--- config.mk ---
export PLATFORM = sky130hd
export DESIGN_NAME = vdm_front
export DESIGN_NICKNAME = d
export VERILOG_FILES = /design/src/vdm_pkg.sv /design/src/vdm_front.sv
export SDC_FILE = /design/constraint.sdc
export NUM_CORES = 1
export LEC_CHECK = 0
export ABC_CLOCK_PERIOD_IN_PS = 2000
export BUFFER_PORTS_ARGS = -buffer_cell sky130_fd_sc_hd__buf_2
export CAP_MARGIN = 20
export CORE_MARGIN = 2
export CORE_UTILIZATION = 40
export CTS_BUF_LIST = sky130_fd_sc_hd__clkbuf_4 sky130_fd_sc_hd__clkbuf_8
export CTS_CLUSTER_SIZE = 40
export DETAILED_ROUTE_END_ITERATION = 10
export GPL_TIMING_DRIVEN = 0
export PLACE_DENSITY_LB_ADDON = 0.2
export SYNTH_ARGS = -nofsm -noshare
export SYNTH_HDL_FRONTEND = slang
export SYNTH_SLANG_ARGS = --single-unit
--- constraint.sdc ---
create_clock -name clk -period 2 [get_ports clk]
set_input_delay 0.4 -clock clk [delete_from_list [all_inputs] [get_ports clk]]
set_output_delay 0.4 -clock clk [all_outputs]
set_load 0.03 [all_outputs]
--- src/vdm_pkg.sv ---
// ----------------------------------------------------------------------------
// vdm_pkg
// shared widths, codes and types of the vector distance metric unit
// ----------------------------------------------------------------------------
package vdm_pkg;

  localparam int ELEM_W = 16;   // signed q1.15 element
  localparam int SQ_W   = 45;   // squared difference sum, unsigned
  localparam int DOT_W  = 44;   // dot product sum, signed
  localparam int NORM_W = 43;   // squared norm sums, unsigned
  localparam int DIST_W = 46;   // result word, signed
  localparam int PROD_W = 32;   // one product of two elements
  localparam int SQRT_W = 44;   // working width of the root unit
  localparam int ROOT_W = 22;   // root of a norm sum
  localparam int NUM_W  = 60;   // |dot| scaled by one in q2.16
  localparam int REM_W  = 45;   // divider remainder
  localparam int Q16_W  = 18;   // cosine result before extension

  localparam int DEF_MAX_DIM     = 4096;
  localparam int DEF_QUEUE_DEPTH = 4;

  typedef logic [1:0] metric_t;
  localparam metric_t MET_L2  = 2'd0;
  localparam metric_t MET_COS = 2'd1;
  localparam metric_t MET_IP  = 2'd2;

  localparam logic [Q16_W-1:0] Q16_ONE = 18'd65536;

  typedef enum logic [2:0] {
    ST_ACC,
    ST_CHK,
    ST_SQA,
    ST_SQB,
    ST_MUL,
    ST_DIV,
    ST_FIX,
    ST_OUT
  } vdm_state_t;

  // one queued word between front and back
  typedef struct packed {
    logic signed [ELEM_W-1:0] a;
    logic signed [ELEM_W-1:0] b;
    logic                     use_pair;  // below the element limit
    logic                     last;
  } vdm_item_t;

endpackage

--- src/vdm_front.sv ---
// ----------------------------------------------------------------------------
// vdm_front
// accepts input words, marks pairs past the element limit, holds metric
// ----------------------------------------------------------------------------
module vdm_front import vdm_pkg::*; #(
  parameter int MAX_DIM = DEF_MAX_DIM
) (
  input  logic                  clk,
  input  logic                  rst_n,
  input  logic                  in_tvalid,
  output logic                  in_tready,
  input  logic [2*ELEM_W-1:0]   in_tdata,
  input  logic                  in_tlast,
  input  logic                  cfg_valid,
  output logic                  cfg_ready,
  input  metric_t               cfg_data,
  input  logic                  q_full,
  output logic                  q_push,
  output vdm_item_t             q_item,
  output metric_t               metric
);

  localparam int CNT_W = $clog2(MAX_DIM + 1);

  logic [CNT_W-1:0] cnt_r, cnt_nxt;
  metric_t          metric_r;
  logic             use_pair;

  assign in_tready = !q_full;
  assign cfg_ready = 1'b1;
  assign q_push    = in_tvalid && !q_full;
  assign use_pair  = cnt_r < CNT_W'(MAX_DIM);
  assign metric    = metric_r;

  assign q_item.a        = in_tdata[ELEM_W-1:0];
  assign q_item.b        = in_tdata[2*ELEM_W-1:ELEM_W];
  assign q_item.use_pair = use_pair;
  assign q_item.last     = in_tlast;

  always_comb begin
    cnt_nxt = cnt_r;
    if (q_push) begin
      if (in_tlast) cnt_nxt = '0;
      else if (use_pair) cnt_nxt = cnt_r + 1'b1;
    end
  end

  always_ff @(posedge clk) begin
    if (!rst_n) begin
      cnt_r    <= '0;
      metric_r <= MET_L2;
    end else begin
      cnt_r <= cnt_nxt;
      if (cfg_valid) metric_r <= cfg_data;
    end
  end

endmodule

* Word level (Yosys, flattened, before mapping)
Index checks and enable logic that the tools add are counted.
** Storage, ports and cells
- Latch bits :: 0
- Bits in registers :: 15
- Memory bits (writable) :: 0
- Memory bits (read-only) :: 0
- Output and inout port bits :: 39
- Memories kept :: 0
- Input port bits :: 40
- Word-level logic and storage cells :: 10
** Cells by class
- Equal/unequal tests :: 0
- $add $sub $neg :: 1
- Multipliers :: 0
- Mux-type cells :: 2
- Bitwise gates (word level) :: 0
- Reduce and logical (&&, ||, !) cells :: 4
- $lt $le $gt $ge :: 1
- Div/mod/pow operators :: 0
- Shift operators :: 0
** Operator list (count)
- two-way mux 13 bit :: 2
- adder 13 x 1 -> 13 bit (second input constant) :: 1
- less-than comparator 13 bit (second input constant) :: 1
- AND reduction 2 bit :: 1
- nonzero test 2 bit :: 1
- logical AND 1 bit :: 1
- logical NOT 1 bit :: 1

* Logic depth before layout (Yosys ltp)
- Word-level depth :: 3
- Gate-level depth with buffers :: 7
- Mapped depth without buffers :: 5

* Worst setup path before layout
No wires, ideal clock.
- Path kind :: input to register
- Start point :: input port q_full
- End point :: register cnt_r[11]
- Cell stages on the path :: 5
- Path slack :: 0.324 ns
- Data required time :: 1.929 ns
- Library setup time :: 0.071 ns
- Data arrival time :: 1.605 ns
- Buffers on the path :: 1
- Cell sequence :: nand2b_4 buf_6 or4_4 or3_1 a21oi_1
** On the way
- Word-level cells in the longest chain between the ends :: 3
** RTL lines
- from (decl) :: RTL line vdm_front.sv:17 : input logic q_full,
- logical NOT 1 bit :: RTL line vdm_front.sv:31 : assign q_push = in_tvalid && !q_full;
- logical AND 1 bit :: RTL line vdm_front.sv:31
- AND reduction 2 bit (no source line)
- to (signal assigned) :: RTL line vdm_front.sv:53 : cnt_r <= cnt_nxt;
- to (decl) :: RTL line vdm_front.sv:25 : logic [CNT_W-1:0] cnt_r, cnt_nxt;
Every way passes these cells.
A chain may end at the register's enable or synchronous reset.

* Worst setup path after layout
- Start point :: register cnt_r[0]
- End point :: register cnt_r[8]
** On the way
- Word-level cells in the longest chain between the ends :: 3
- Elaborated cells on any way between the ends :: 6
- Classes of those cells :: add/sub (1); order compare (1); mux (2); reduce/logical (2)
** RTL lines (RTL line)
- adder 13 x 1 -> 13 bit or less-than comparator 13 bit (tied branches) :: vdm_front.sv:44, vdm_front.sv:32
- two-way mux 13 bit or nonzero test 2 bit (tied branches)
- two-way mux 13 bit or AND reduction 2 bit (tied branches)
Several ways; a longest one is shown, not always the timed one. The select of a mux whose other input is x is not followed.

==> impl_metrics.toml <==
[logic_synthesis]
synth_top_cell_by_area = "dfxtp_1"
synth_simple_gate_area_share_pct = 21.6
synthCells = 118
syn_nets = 159
yosysTopAreaCellShare_pct = 30.9
synth_top_family_by_area = "buffers and inverters"
netlist_top_cells_area = "dfxtp_1, buf_4, xnor2_1, a21oi_1, o21ai_0"
ys_seq_area_share_pct = 30.9
synth.cell_area_um2 = 971
avgSynthCellArea_um2 = 8.23
synth_warnings = 0
muxShareOfSynthArea_pct = 2.06
synth-compound-area-share_pct = 7.73
yosys_register_bits = 15
ys_types = 26
synthXorXnorAreaFrac_pct = 5.41
synthAdderAreaFrac_pct = 1.29

[floorplanning]
dieWidth_um = 53.3
start_util_pct = 43.1
core_area_um2 = 2250
die_area_um2 = 2840
fp.dieH_um = 53.3
pin_count = 79
rows = 17

[finish]
layout_common_cells = "buf_2, buf_4, dfxtp_1"
fin_nets = 209
final_cell_area_um2 = 1260
final_core_util_pct = 55.8
final_common_cell = "buf_2"
drive_gt1_share_pct = 53.3
diodes = 0
area_delta_synth_final_pct = 29.6

[global_routing]
gr-total-overflow = 0
grt_pass1_vias = 765
grt_pass1_wl_um = 2970
grt_max_degree = 11
antenna_found_initial = 0
grtUsageTotal_pct = 13.8

[worst_setup_path]
cp-end-kind = "register"
crit_path_max_incr_delay_ns = 0.53
timing.rr.end = "cnt_r[8]$_SDFFE_PN0P_"
cp-start-kind = "register"
worstSetupPathType = "register to register"
required_ns = 2.22
crit_arrival_ns = 2.04
rr_worst_depth = 5
r2r_start = "cnt_r[0]$_SDFFE_PN0P_"
worstPathCellList = "ha_1 -> nand3_1 -> or4_4 -> or3_1 -> a21oi_1"
crit_slowest_cell = "or4_4"
regToRegSetupSlack_ns = 0.18
worst-path-max-fanout = 5

[clock_tree]
cts_tree = "yes"
cts_max_path_buffers = 2
post_cts_buffers = 0
cts-buffers-inserted = 3
htreeDepth = 1
cts_hold_buf = 0
clock-sinks = 15
insertion_delay_ns = 0.28
clkTransAtPathRegs_ns = 0.09
cts.repair.resized = 0
root_buffer = "clkbuf_4"

[routing]
via_count = 885
post_drt_wl_per_cell_um = 9.75
drcViolationCount = 0
routed_wl_um = 1900
via_per_inst = 4.54
dr.pass1.iters = 4
drt_iter0_drc = 8
antenna_left = 0

[timing]
timing.fmax_mhz = 550
post-route-period-util_pct = 90.9
skew_ns = 0.00271
tns_ns = 0
slew_violations = 0
finalSetupViolations = 0
grt_setup_unrepaired = "no"
fin_crit_ns = 1.82
hold_violations = 0

[pwr]
peakVddDrop_mv = 0.379
power_leakage_nw = 0.597
power.density_nw_per_um2 = 543

[placed_design]
io_buffers = 45
dp_hpwl_um = 1570
place_area_um2 = 1230
gp_congestion = 0.822

[hold_path]
holdPathEnd = "metric[1]$_SDFFE_PN0P_"
hold_class = "primary input to register"
hp-start = "cfg_data[1]"
worstHoldPathCells = 3

[run_status]
status = "completed"

[run]
cap_violations = 0
## worst max-delay path by stage
stage / from / to / slack (ns) / cells past startpoint
2_1_floorplan: q_full / cnt_r[11]$_SDFFE_PN0P_ / 0.32 / 5
3_3_place_gp: q_full / cnt_r[11]$_SDFFE_PN0P_ / 0.17 / 6
3_5_place_dp: q_full / cnt_r[11]$_SDFFE_PN0P_ / 0.12 / 6
4_1_cts: cnt_r[0]$_SDFFE_PN0P_ / cnt_r[8]$_SDFFE_PN0P_ / 0.19 / 5
5_1_grt: cnt_r[0]$_SDFFE_PN0P_ / cnt_r[10]$_SDFFE_PN0P_ / 0.06 / 5
6_report: cnt_r[0]$_SDFFE_PN0P_ / cnt_r[8]$_SDFFE_PN0P_ / 0.18 / 5
## flip-flops by register name (all words and copies together), names as in the netlist
register  cells
cnt_r        13
metric        2
## power breakdown
group	leakage, nW	internal, mW	switching, mW
sequential	0.121	0.303	0.00317
clock	0.0177	0.0741	0.0991
combinational	0.458	0.0839	0.120
## cell type report
type / count / area [um2]
plain buffers: 37 / 278
well taps: 28 / 35.0
repair buffers: 45 / 225
multi-input cells: 61 / 374
flip-flops and latches: 15 / 300
fillers: 224 / 996
clock buffers: 3 / 22.5
clock inverters: 1 / 5.00
inverters: 5 / 18.8
## metal layers
metal | GRT usage [%] | vias to the layer above | wire length [um] | share of wire [%]
met2 | 24.9 | 41 | 942 | 50
li1 | - | 455 | - | -
met5 | 0 | - | 0 | 0
met4 | 3.85 | 0 | 12 | 0.63
met3 | 2.54 | 2 | 194 | 10
met1 | 16.4 | 387 | 751 | 40
## metrics by stage
stage | hold WS, ns | instances | setup WS, ns | power [mW]
detailed placement | 0.487 | 191 | 0.125 | 0.518
floorplan | 0.458 | 118 | 0.324 | 0.471
global route | 0.386 | 195 | 0.0648 | 0.720
global placement | 0.467 | 191 | 0.167 | 0.516
finish | 0.379 | 195 | 0.181 | 0.683
CTS | 0.378 | 195 | 0.186 | 0.691
## critical path, delay by kind of cell, from the launching register on
kind	cells	cell delay (ns)
DFF	1	0.40
AOI/OAI and AO/OA	1	0.14
and+or+nand+nor	3	0.99
adders and majority gates	1	0.22
## Yosys cell counts
| library cell | count |
|---|---|
| nand4_1 | 2 |
| buf_4 | 35 |
| nor3_1 | 3 |
| ha_1 | 1 |
| a21boi_0 | 2 |
| nand3_1 | 4 |
| nor2_1 | 7 |
| xnor2_1 | 5 |
| or2_2 | 1 |
| xor2_1 | 1 |
| nand3b_1 | 1 |
| conb_1 | 1 |
| dfxtp_1 | 15 |
| or4_4 | 2 |
| nor4_1 | 2 |
| buf_6 | 1 |
| nand2b_4 | 1 |
| o21ai_0 | 6 |
| a21oi_1 | 6 |
| nor2b_1 | 3 |
| mux2i_1 | 2 |
| or3_1 | 4 |
| inv_1 | 5 |
| or4_1 | 1 |
| clkbuf_1 | 1 |
| nand2_1 | 6 |
## cell families after synthesis
logic type               count (synthesis)
AO/OA/AOI/OAI                           14
multiplexers                             2
flip-flops                              15
other                                    1
AND/OR/NAND/NOR                         37
XOR/XNOR                                 6
adder cells (fa/ha/maj)                  1
buffers and inverters                   42
Power figures use the tool's default switching activity.
