$ cat src/vdm_pkg.sv
// ----------------------------------------------------------------------------
// vdm_pkg
// shared widths, codes and types of the vector distance metric unit
// ----------------------------------------------------------------------------
package vdm_pkg;

  localparam int ELEM_W = 16;   // signed q1.15 element
  localparam int SQ_W   = 45;   // squared difference sum, unsigned
  localparam int DOT_W  = 44;   // dot product sum, signed
  localparam int NORM_W = 43;   // squared norm sums, unsigned
  localparam int DIST_W = 46;   // result word, signed
  localparam int PROD_W = 32;   // one product of two elements
  localparam int SQRT_W = 44;   // working width of the root unit
  localparam int ROOT_W = 22;   // root of a norm sum
  localparam int NUM_W  = 60;   // |dot| scaled by one in q2.16
  localparam int REM_W  = 45;   // divider remainder
  localparam int Q16_W  = 18;   // cosine result before extension

  localparam int DEF_MAX_DIM     = 4096;
  localparam int DEF_QUEUE_DEPTH = 4;

  typedef logic [1:0] metric_t;
  localparam metric_t MET_L2  = 2'd0;
  localparam metric_t MET_COS = 2'd1;
  localparam metric_t MET_IP  = 2'd2;

  localparam logic [Q16_W-1:0] Q16_ONE = 18'd65536;

  typedef enum logic [2:0] {
    ST_ACC,
    ST_CHK,
    ST_SQA,
    ST_SQB,
    ST_MUL,
    ST_DIV,
    ST_FIX,
    ST_OUT
  } vdm_state_t;

  // one queued word between front and back
  typedef struct packed {
    logic signed [ELEM_W-1:0] a;
    logic signed [ELEM_W-1:0] b;
    logic                     use_pair;  // below the element limit
    logic                     last;
  } vdm_item_t;

endpackage

$ cat src/vdm_fifo.sv
// ----------------------------------------------------------------------------
// vdm_fifo
// short queue of element pairs between front and back
// ----------------------------------------------------------------------------
module vdm_fifo import vdm_pkg::*; #(
  parameter int DEPTH = DEF_QUEUE_DEPTH   // power of two, at least 2
) (
  input  logic      clk,
  input  logic      rst_n,
  input  logic      push,
  input  vdm_item_t push_item,
  input  logic      pop,
  output vdm_item_t head,
  output logic      empty,
  output logic      full
);

  localparam int AW = $clog2(DEPTH);
  localparam int CW = $clog2(DEPTH + 1);

  vdm_item_t         slot_r [DEPTH];
  logic [AW-1:0]     wp_r, rp_r;
  logic [CW-1:0]     cnt_r;

  assign empty = cnt_r == '0;
  assign full  = cnt_r == CW'(DEPTH);
  assign head  = slot_r[rp_r];

  always_ff @(posedge clk) begin
    if (push) slot_r[wp_r] <= push_item;
  end

  always_ff @(posedge clk) begin
    if (!rst_n) begin
      wp_r  <= '0;
      rp_r  <= '0;
      cnt_r <= '0;
    end else begin
      if (push) wp_r <= wp_r + 1'b1;
      if (pop)  rp_r <= rp_r + 1'b1;
      if (push && !pop)      cnt_r <= cnt_r + 1'b1;
      else if (pop && !push) cnt_r <= cnt_r - 1'b1;
    end
  end

endmodule

$ cat config.mk
export PLATFORM = sky130hd
export DESIGN_NAME = vdm_fifo
export DESIGN_NICKNAME = d
export VERILOG_FILES = /design/src/vdm_pkg.sv /design/src/vdm_fifo.sv
export SDC_FILE = /design/constraint.sdc
export NUM_CORES = 1
export LEC_CHECK = 0
export ABC_AREA = 1
export BUFFER_PORTS_ARGS = -buffer_cell sky130_fd_sc_hd__buf_2
export CAP_MARGIN = 20
export CELL_PAD_IN_SITES_DETAIL_PLACEMENT = 1
export CELL_PAD_IN_SITES_GLOBAL_PLACEMENT = 2
export CORE_ASPECT_RATIO = 1.25
export CORE_UTILIZATION = 37
export DETAILED_ROUTE_END_ITERATION = 7
export GPL_TIMING_DRIVEN = 0
export PLACE_DENSITY = 0.73
export SLEW_MARGIN = 20
export SYNTH_ARGS = -nofsm -noshare
export SYNTH_HDL_FRONTEND = slang
export SYNTH_SLANG_ARGS = --single-unit
$ cat constraint.sdc
create_clock -name clk -period 1.5 [get_ports clk]
set_input_delay 0.3 -clock clk [delete_from_list [all_inputs] [get_ports clk]]
set_output_delay 0.3 -clock clk [all_outputs]
set_load 0.005 [all_outputs]
== Yosys cells after proc, flatten, opt, wreduce, memory -nomap -nowiden ==
Memory sizes are Yosys's and may differ from the RTL's. A register that Yosys moved wholly into a read port is not among the register bits.
Index checks and enable logic that the tools add are counted.

* Add/subtract/negate cells: 4
* Eq/ne operators: 1
* Mux-type cells: 6
* Reductions and logical operators: 6

{| class="wikitable"
|+ Operator list
! kind !! count
|-
| two-way mux 3 bit || 2
|-
| adder 2 x 1 -> 2 bit (second input constant) || 2
|-
| two-way mux 2 bit || 2
|-
| adder 3 x 1 -> 3 bit (second input constant) || 1
|-
| equality test 3 bit (second input constant) || 1
|-
| zero test 3 bit || 1
|-
| subtractor 3 x 1 -> 3 bit (second input constant) || 1
|-
| logical AND 1 bit || 2
|-
| zero test 1 bit || 2
|-
| two-way mux 1 bit || 2
|-
| nonzero test 2 bit || 1
|}

* Register bits after elaboration: 7
* RAM bits: 136
* Input port bits: 38
* Output and inout port bits: 36
* Word-level logic and storage cells: 21
* Memories kept: 1

{| class="wikitable"
|+ Memory list
! name !! words !! width !! rd ports !! clocked after memory_dff !! write ports !! RTL line !! text
|-
| slot_r || 4 || 34 || 1 || 1 || 1 || vdm_fifo.sv:21 || <nowiki>vdm_item_t slot_r [DEPTH];</nowiki>
|}

== Depth between registers and ports, before layout ==
Gate-level depths: netlist (run 1).

* Word-level depth: 4
* Mapped depth: 10
* Depth with buffers taken out: 10

== Worst setup path after synthesis (run 1) ==
No wires, ideal clock.

* Path kind: register to register
* From: register wp_r[0]
* To: memory slot_r[2][0] in the netlist's numbering, enable pin
* Library setup time: 0.389 ns
* Arrival: 1.260 ns
* Path slack: -0.149 ns
* Cell stages (with the launch flop): 5
* Cells stage by stage: dfxtp_1 -> inv_1 -> ha_1 -> nand2_1 -> inv_1

{| class="wikitable"
|+ RTL lines
! element !! RTL line !! text
|-
| from (decl) || vdm_fifo.sv:22 || <nowiki>logic [AW-1:0] wp_r, rp_r;</nowiki>
|-
| from (signal assigned) || vdm_fifo.sv:39 || <nowiki>if (push) wp_r <= wp_r + 1'b1;</nowiki>
|-
| to (decl) || vdm_fifo.sv:21 ||
|}

Straight into the memory's write port.

==> results of run 1 <==
-- cell type report --
cell class,instances,area [sq um]
plain buffers,20,253
clock buffers,17,425
clock inverters,15,193
fillers,1490,7510
inverters,17,91.3
multi-input cells,204,1400
flip-flops and latches,145,4270
well taps,182,228
repair buffers,90,606
repair inverters,4,30.0
-- flip-flops by register name (all words and copies together) (netlist names), named ones only --
register  cells
cnt_r         3
rp_r          2
slot_r      136
wp_r          2
-- routing by layer --
layer / share of wire, % / global-route usage, % / up-vias
met3: 3.3 / 3.87 / 29
met5: 0 / 0 / -
met4: 2.7 / 8.73 / 0
met2: 56 / 36.9 / 84
li1: - / - / 1656
met1: 38 / 20.2 / 1799
-- worst paths after layout --
check	slack, ns	from	cells after the start	to
setup / recovery	-0.34	flip-flop	6	head[33]
setup reg to reg	0.12	wp_r[1]	5	slot_r[1][28]
hold reg to reg	0.44	rp_r[1]	1	flip-flop
hold / removal	0.1	push_item[33]	1	slot_r[0][33]
-- critical path, cell delays in order, from the launching register on --
cell                      delay [ns]
sky130_fd_sc_hd__dfxtp_4        0.42
sky130_fd_sc_hd__inv_6          0.06
sky130_fd_sc_hd__buf_12         0.14
sky130_fd_sc_hd__buf_12         0.14
sky130_fd_sc_hd__o21ai_2        0.12
sky130_fd_sc_hd__o22ai_2        0.09
sky130_fd_sc_hd__buf_2          0.14
-- power groups by stage --
stage | clock network [mW] | logic, mW | registers, mW
6_report | 4.35 | 1.13 | 4.69
5_1_grt | 4.58 | 1.23 | 4.70
2_1_floorplan | 0 | 0.512 | 4.74
4_1_cts | 4.42 | 1.13 | 4.69
3_3_place_gp | 0 | 0.894 | 4.75
3_5_place_dp | 0 | 0.921 | 4.77
-- synthesized netlist by cell type (all sizes together) --
master,instances
clkbuf,2
fa,1
edfxtp,136
o22ai,34
nor3,2
nand2,9
ha,5
o21ai,74
nand4,1
nand3,1
a21oi,4
dfxtp,9
nor2,73
inv,17
buf,19
-- cells by family after synthesis --
group	share of synthesized area [%]
compound gates	12.8
fa+ha+maj	1.45
buf+inv	4.16
flops	74.9
simple gates	6.66
-- stage by stage --
step	power [mW]	util, %	std cells	area, sq um	setup slack, ns
floorplan	5.25	-	387	5710	0.00287
global placement	5.65	42.0	642	6310	-0.488
detailed placement	5.69	42.0	642	6310	-0.516
CTS	10.2	49.5	696	7430	-0.397
global route	10.5	50.0	694	7500	-0.381
finish	10.2	50.0	694	7500	-0.337
-- cell usage in the layout (no fill, tap or decap), types with 5 or more instances in the layout --
master and instances:
sky130_fd_sc_hd__buf_12 13, sky130_fd_sc_hd__clkbuf_16 17, sky130_fd_sc_hd__edfxtp_1 136, sky130_fd_sc_hd__buf_2 73, sky130_fd_sc_hd__o22ai_2 27, sky130_fd_sc_hd__o21ai_2 16
sky130_fd_sc_hd__clkinvlp_4 11, sky130_fd_sc_hd__nor2_2 9, sky130_fd_sc_hd__inv_1 9, sky130_fd_sc_hd__o21ai_1 23, sky130_fd_sc_hd__ha_1 5, sky130_fd_sc_hd__nor2_4 14
sky130_fd_sc_hd__nor2_1 50, sky130_fd_sc_hd__buf_4 14, sky130_fd_sc_hd__dfxtp_1 6, sky130_fd_sc_hd__nand2_1 6, sky130_fd_sc_hd__buf_8 5, sky130_fd_sc_hd__o21ai_0 33
sky130_fd_sc_hd__o22ai_1 7
-- timing repair --
action,4_1_cts,5_1_grt
cloned,6,0
setup buffers,17,0
endpoints found under the setup margin,170,34
pin swaps,14,15
gates resized for setup,79,46
==> results summary, run 1 <==
For the finished layout, the period the worst path requires is 1.84 ns. The count of different cell masters after synthesis is 23. After technology mapping, the gate count stands at 387. When the netlist entered floorplanning its net count stood at 431. The maximum level of the CTS H-tree is 4. The area growth from synthesis to layout is 31.8%. The switching power is 2.31 mW. The overall track demand over capacity in global routing is 19.3%. For this design, the CTS-stage hold fixing added 0 buffers. The routed layout has 3568 vias.

sky130_fd_sc_hd__edfxtp_1 takes more of the synthesized area than any other cell. In this run the clock root is driven by a sky130_fd_sc_hd__clkbuf_16. The final layout contains routed wiring with a total length of 14400 um.

During synthesis, Yosys emitted a total of 0 warnings. The total count of hold-check failures in the final report came out at 0. Detailed placement ended at an HPWL of 8110 um. The final estimated routing congestion in global placement is 0.670. The clock insertion delay at the later pin of the skew report is 0.41 ns. In the finished design, the share of the clock period the worst path needs comes to 122%.

The internal power summed over all cells is 7.87 mW. The via density per instance is 5.14. In this run the mean area of a mapped cell was 14.7 sq um. The final setup violation count came out at 34. The initial detailed-routing violation count came out at 134. The run finished, with violations left. At the pin with the least slew margin, the transition time is 0.245 ns.

The number of synthesized register bits is 145. The clock drives 145 sinks. The floorplan die height is 141 um.

The maximum VDD drop is 0.739 mV. The maximum number of buffers from clock root to sink came out at 2. The worst setup path is launched from a flip-flop. The final net count is 543. The number of input and output port buffers inserted came out at 73. The floorplan has 50 rows. By area the synthesized netlist is led by sky130_fd_sc_hd__edfxtp_1, sky130_fd_sc_hd__o21ai_0, sky130_fd_sc_hd__o22ai_2.

Summing the sequential cell areas from Yosys gives 74.9% of the chip area. The clock tree from TritonCTS is yes. The number of max-cap violations came out at 0. The post-route clock skew is 0.00537 ns. The worst min-delay path category is input pin to flip-flop.

The type of destination of the critical path is a primary output. Setup repair after global routing could not meet its margin everywhere. The fraction of final layout cells sized beyond drive strength 1 is 44.3%. The highest clock rate is 544 MHz. Clock-pin slew was measured on the worst setup and hold paths at 0.06 ns. The area of the placeable core came out at 15000 sq um.

The global-route wire length before repair came out at 21800 um. STA puts the critical path data required time at 1.20 ns. The average wire length per cell after detail routing is 20.7 um. Summed over all cells, the static leakage comes to 2.68 nW. The post-synthesis instance area is 5690 sq um.

STA puts the critical path data arrival time at 1.54 ns. The first detailed-routing pass took 4 iterations. The total overflow left after global routing is 0. Of all nets on the critical path, the largest fanout is 7. The final number of max-transition violations came out at 0. 0 antenna diodes ended up in the layout.

The critical path start-end classification is flip-flop to primary output. Setup slack on the critical path of the routed design comes to -0.337 ns. The initial utilization of the core area, before any placement, comes to 37.9%.

The DRC violation count after routing came out at 0. The width of the die came out at 113 um. Entering global routing, the biggest net connects 18 pins.

The share of total power dissipated in combinational logic is 11.1%. Of the total power, the share spent switching nets is 22.7%. The clock network fraction of total power is 42.8%. The via count of the first global-routing pass came to 3945. The number of antenna violations at the first check in global routing is 0. The area of the die is 15900 sq um. Buffers inserted during clock tree synthesis total 17. The final reports fail on negative setup slack.

The part of the total power dissipated in sequential elements came out at 46.1%. The cell area power density came out at 1360 nW/um^2. The final hold slack came out at 0.0971 ns. The number of nets with antenna violations after detailed routing came out at 0. The share of synthesized area in the top cell type comes to 71.8%. The normalized max-slew margin is 83.5%. The final total negative setup slack came out at -9.72 ns. The I/O pin count is 74.
(Power assumes the default switching activity.)
==> run 2: changes to the inputs <==
Settings changed: CORE_UTILIZATION 37 to 40, CTS_BUF_LIST set to sky130_fd_sc_hd__clkbuf_4 sky130_fd_sc_hd__clkbuf_8, CTS_CLUSTER_DIAMETER set to 50, PLACE_DENSITY 0.73 to 0.75.
Clock period 1.5 ns to 1.9 ns, I/O delays scaled along.
==> results summary, run 2 (synthesis gave the netlist of run 1 again) <==
Measured against its own limit, the worst slew margin works out to 65.6%. The number of clock sinks came out at 145. For the worst flop-to-flop path, the logic depth is 5. The sort of element at the start of the critical path is a flip-flop. The width of the die came out at 109 um. The layout has 1405 filler cells.

The library cell used most frequently in the layout, excluding fill and tap cells, is sky130_fd_sc_hd__edfxtp_1. The first global-routing pass estimated 19400 um of wire. The detailed-routed wire length on met3 came out at 464 um. The initial detailed-routing violation count is 125.

Routed signal wires occupy layers up through met4. The net count of the finished layout is 530. The post-route clock skew came out at 0.00762 ns. STA puts the critical path data arrival time at 1.57 ns. The final estimated routing congestion in global placement is 0.659. The fraction of final layout cells sized beyond drive strength 1 is 39.1%. The maximum VDD drop came out at 0.448 mV. The first-pass iteration count of the detailed router is 4. The run finished, with violations left.

The number of antenna violations at the first check in global routing came out at 0. The cell area power density is 994 nW/um^2. The DRC violation count after routing is 0. Ranked by flip-flop count, first place goes to slot_r. The signed area change from the synthesized netlist to the final layout is 25.1%. The largest driver fanout on the critical path is 10. Summed over all nets, wire length on met2 after detailed routing comes to 6800 um. After detailed routing, the total wire length is 12900 um. The clock period minus final worst setup slack came out at 1.95 ns.

The proportion of total power due to net switching came out at 23.2%. The worst setup path is captured at a primary output. For this design the top-level I/O count stands at 74. The final core utilization came out at 51.3%.

The reported leakage power came out at 2.55 nW. The top cell types in the final layout, fill and taps aside, are sky130_fd_sc_hd__edfxtp_1, sky130_fd_sc_hd__buf_2, sky130_fd_sc_hd__nor2_1. The HPWL after detailed placement came out at 8120 um. The required time at the worst-slack endpoint is 1.52 ns. The design draws 7.07 mW. In the finished design, the share of the clock period the worst path needs comes to 103%.

Summed over all nets, the switching power comes to 1.64 mW. The number of max-cap violations came out at 0. The die covers 14700 sq um.

TritonCTS built the clock tree. The clock insertion delay at the later pin of the skew report came out at 0.44 ns. Setup violations remaining at the end of the flow were counted as 19. The starting density of the core came out at 41.0%. The worst-case setup margin in the final layout came out at -0.0482 ns. The worst min-delay path category is input pin to flip-flop.

Setup repair after global routing could not meet its margin everywhere. The via count of the first global-routing pass came out at 3562. The relative contribution of combinational cells to total power came out at 11.7%. The floorplan die height came out at 135 um. The share of total power dissipated in the clock network is 36.1%. After global routing the overflow that remains totals 0.

The checks that failed: negative setup slack. The final number of max-transition violations is 0. The register with the most flip-flops in the layout has 136 of them.

The number of inserted diodes came out at 0. Registers are responsible for 52.2% of the overall power. The H-tree was split into 4 levels. The area of the placeable core is 13900 sq um. The overall track demand over capacity in global routing is 18.6%. The slew at the pin with the worst max-slew slack came out at 0.516 ns. The floorplan has 48 rows.

Dividing the detail-routed via count by the number of cells gives 5.08. The total count of hold-check failures in the final report is 0. The maximum number of buffers from clock root to sink is 2. The critical path start-end classification is flip-flop to primary output. The largest registers in the layout are slot_r: 136 flops, cnt_r: 3 flops.

The pin count of the biggest net entering global routing is 28. The internal power summed over all cells came out at 5.43 mW. The clock transition at the register clock pins on the worst setup and hold paths after CTS came out at 0.08 ns. Static timing analysis puts the maximum clock frequency at 513 MHz. The number of input and output port buffers inserted is 73.

After detailed routing, the average wire length per cell comes to 19.2 um. The clock buffer count from CTS came out at 17. The post-route met1 wirelength is 5430 um. The number of cells on the worst hold path came out at 1. The number of nets with antenna violations after detailed routing is 0.

The root buffer selected by CTS is sky130_fd_sc_hd__clkbuf_8. The final hold slack is 0.147 ns. The routed via count came out at 3422.
[run 2: cell types whose count changed in the layout (fill, tap and decap cells not counted), sizes merged]
| cell | before | now |
|---|---|---|
| buf | 109 | 99 |
| clkbuf | 18 | 21 |
| clkinv | 8 | 6 |
| clkinvlp | 11 | 3 |
| inv | 13 | 17 |
[run 2: critical path, stage by stage, from the launching register on]
cell	delay [ns]
sky130_fd_sc_hd__dfxtp_4	0.40
sky130_fd_sc_hd__inv_6	0.12
sky130_fd_sc_hd__buf_8	0.16
sky130_fd_sc_hd__o21ai_0	0.09
sky130_fd_sc_hd__o22ai_1	0.20
sky130_fd_sc_hd__buf_2	0.16
[run 2: per-layer routing]
| layer | global-route usage (%) | vias up |
|---|---|---|
| li1 | - | 1638 |
| met1 | 22.2 | 1693 |
| met2 | 31.9 | 74 |
| met3 | 4.76 | 17 |
| met4 | 7.21 | 0 |
| met5 | 0 | - |
[run 2: power by group through the flow]
stage          registers [mW]  clock network (mW)  logic (mW)
6_report                 3.69                2.55       0.829
5_1_grt                  3.70                2.72       0.910
4_1_cts                  3.69                2.59       0.822
3_5_place_dp             3.75                   0       0.744
3_3_place_gp             3.75                   0       0.694
2_1_floorplan            3.74                   0       0.398
[run 2: timing repair]
action / in CTS / in global routing
hold buffers: 0 / 0
endpoints found under the setup margin: 34 / 34
pin swaps: 6 / 15
gates cloned: 1 / 1
buffers inserted: 3 / 0
gates resized for setup: 66 / 43
[run 2: layout make-up]
class                   count  area, sq um  share of cell area (%)
plain buffers              19          243                    3.41
clock buffers              19          249                    3.50
clock inverters            13          168                    2.36
inverters                  17         73.8                    1.04
multi-input cells         204         1330                    18.6
flip-flops and latches    145         4270                    60.0
well taps                 175          219                    3.08
repair buffers             82          567                    7.96
[run 2: final timing paths]
check / startpoint / end / slack (ns)
worst max-delay path: flip-flop / head[26] / -0.05
worst min-delay path: push_item[22] / slot_r[2][22] / 0.15
worst max register to register: wp_r[0] / slot_r[2][24] / 0.35
worst min register to register: rp_r[1] / flip-flop / 0.45
[run 2: stage by stage]
stage               TNS, ns  area, sq um  cells  worst slack [ns]
floorplan                 0         5690    387             0.251
global placement     -47.96         6270    635            -0.385
detailed placement        0         6380    639             0.220
CTS                   -2.11         7000    675            -0.120
global route          -2.57         7120    674            -0.123
finish               -0.427         7120    674           -0.0482
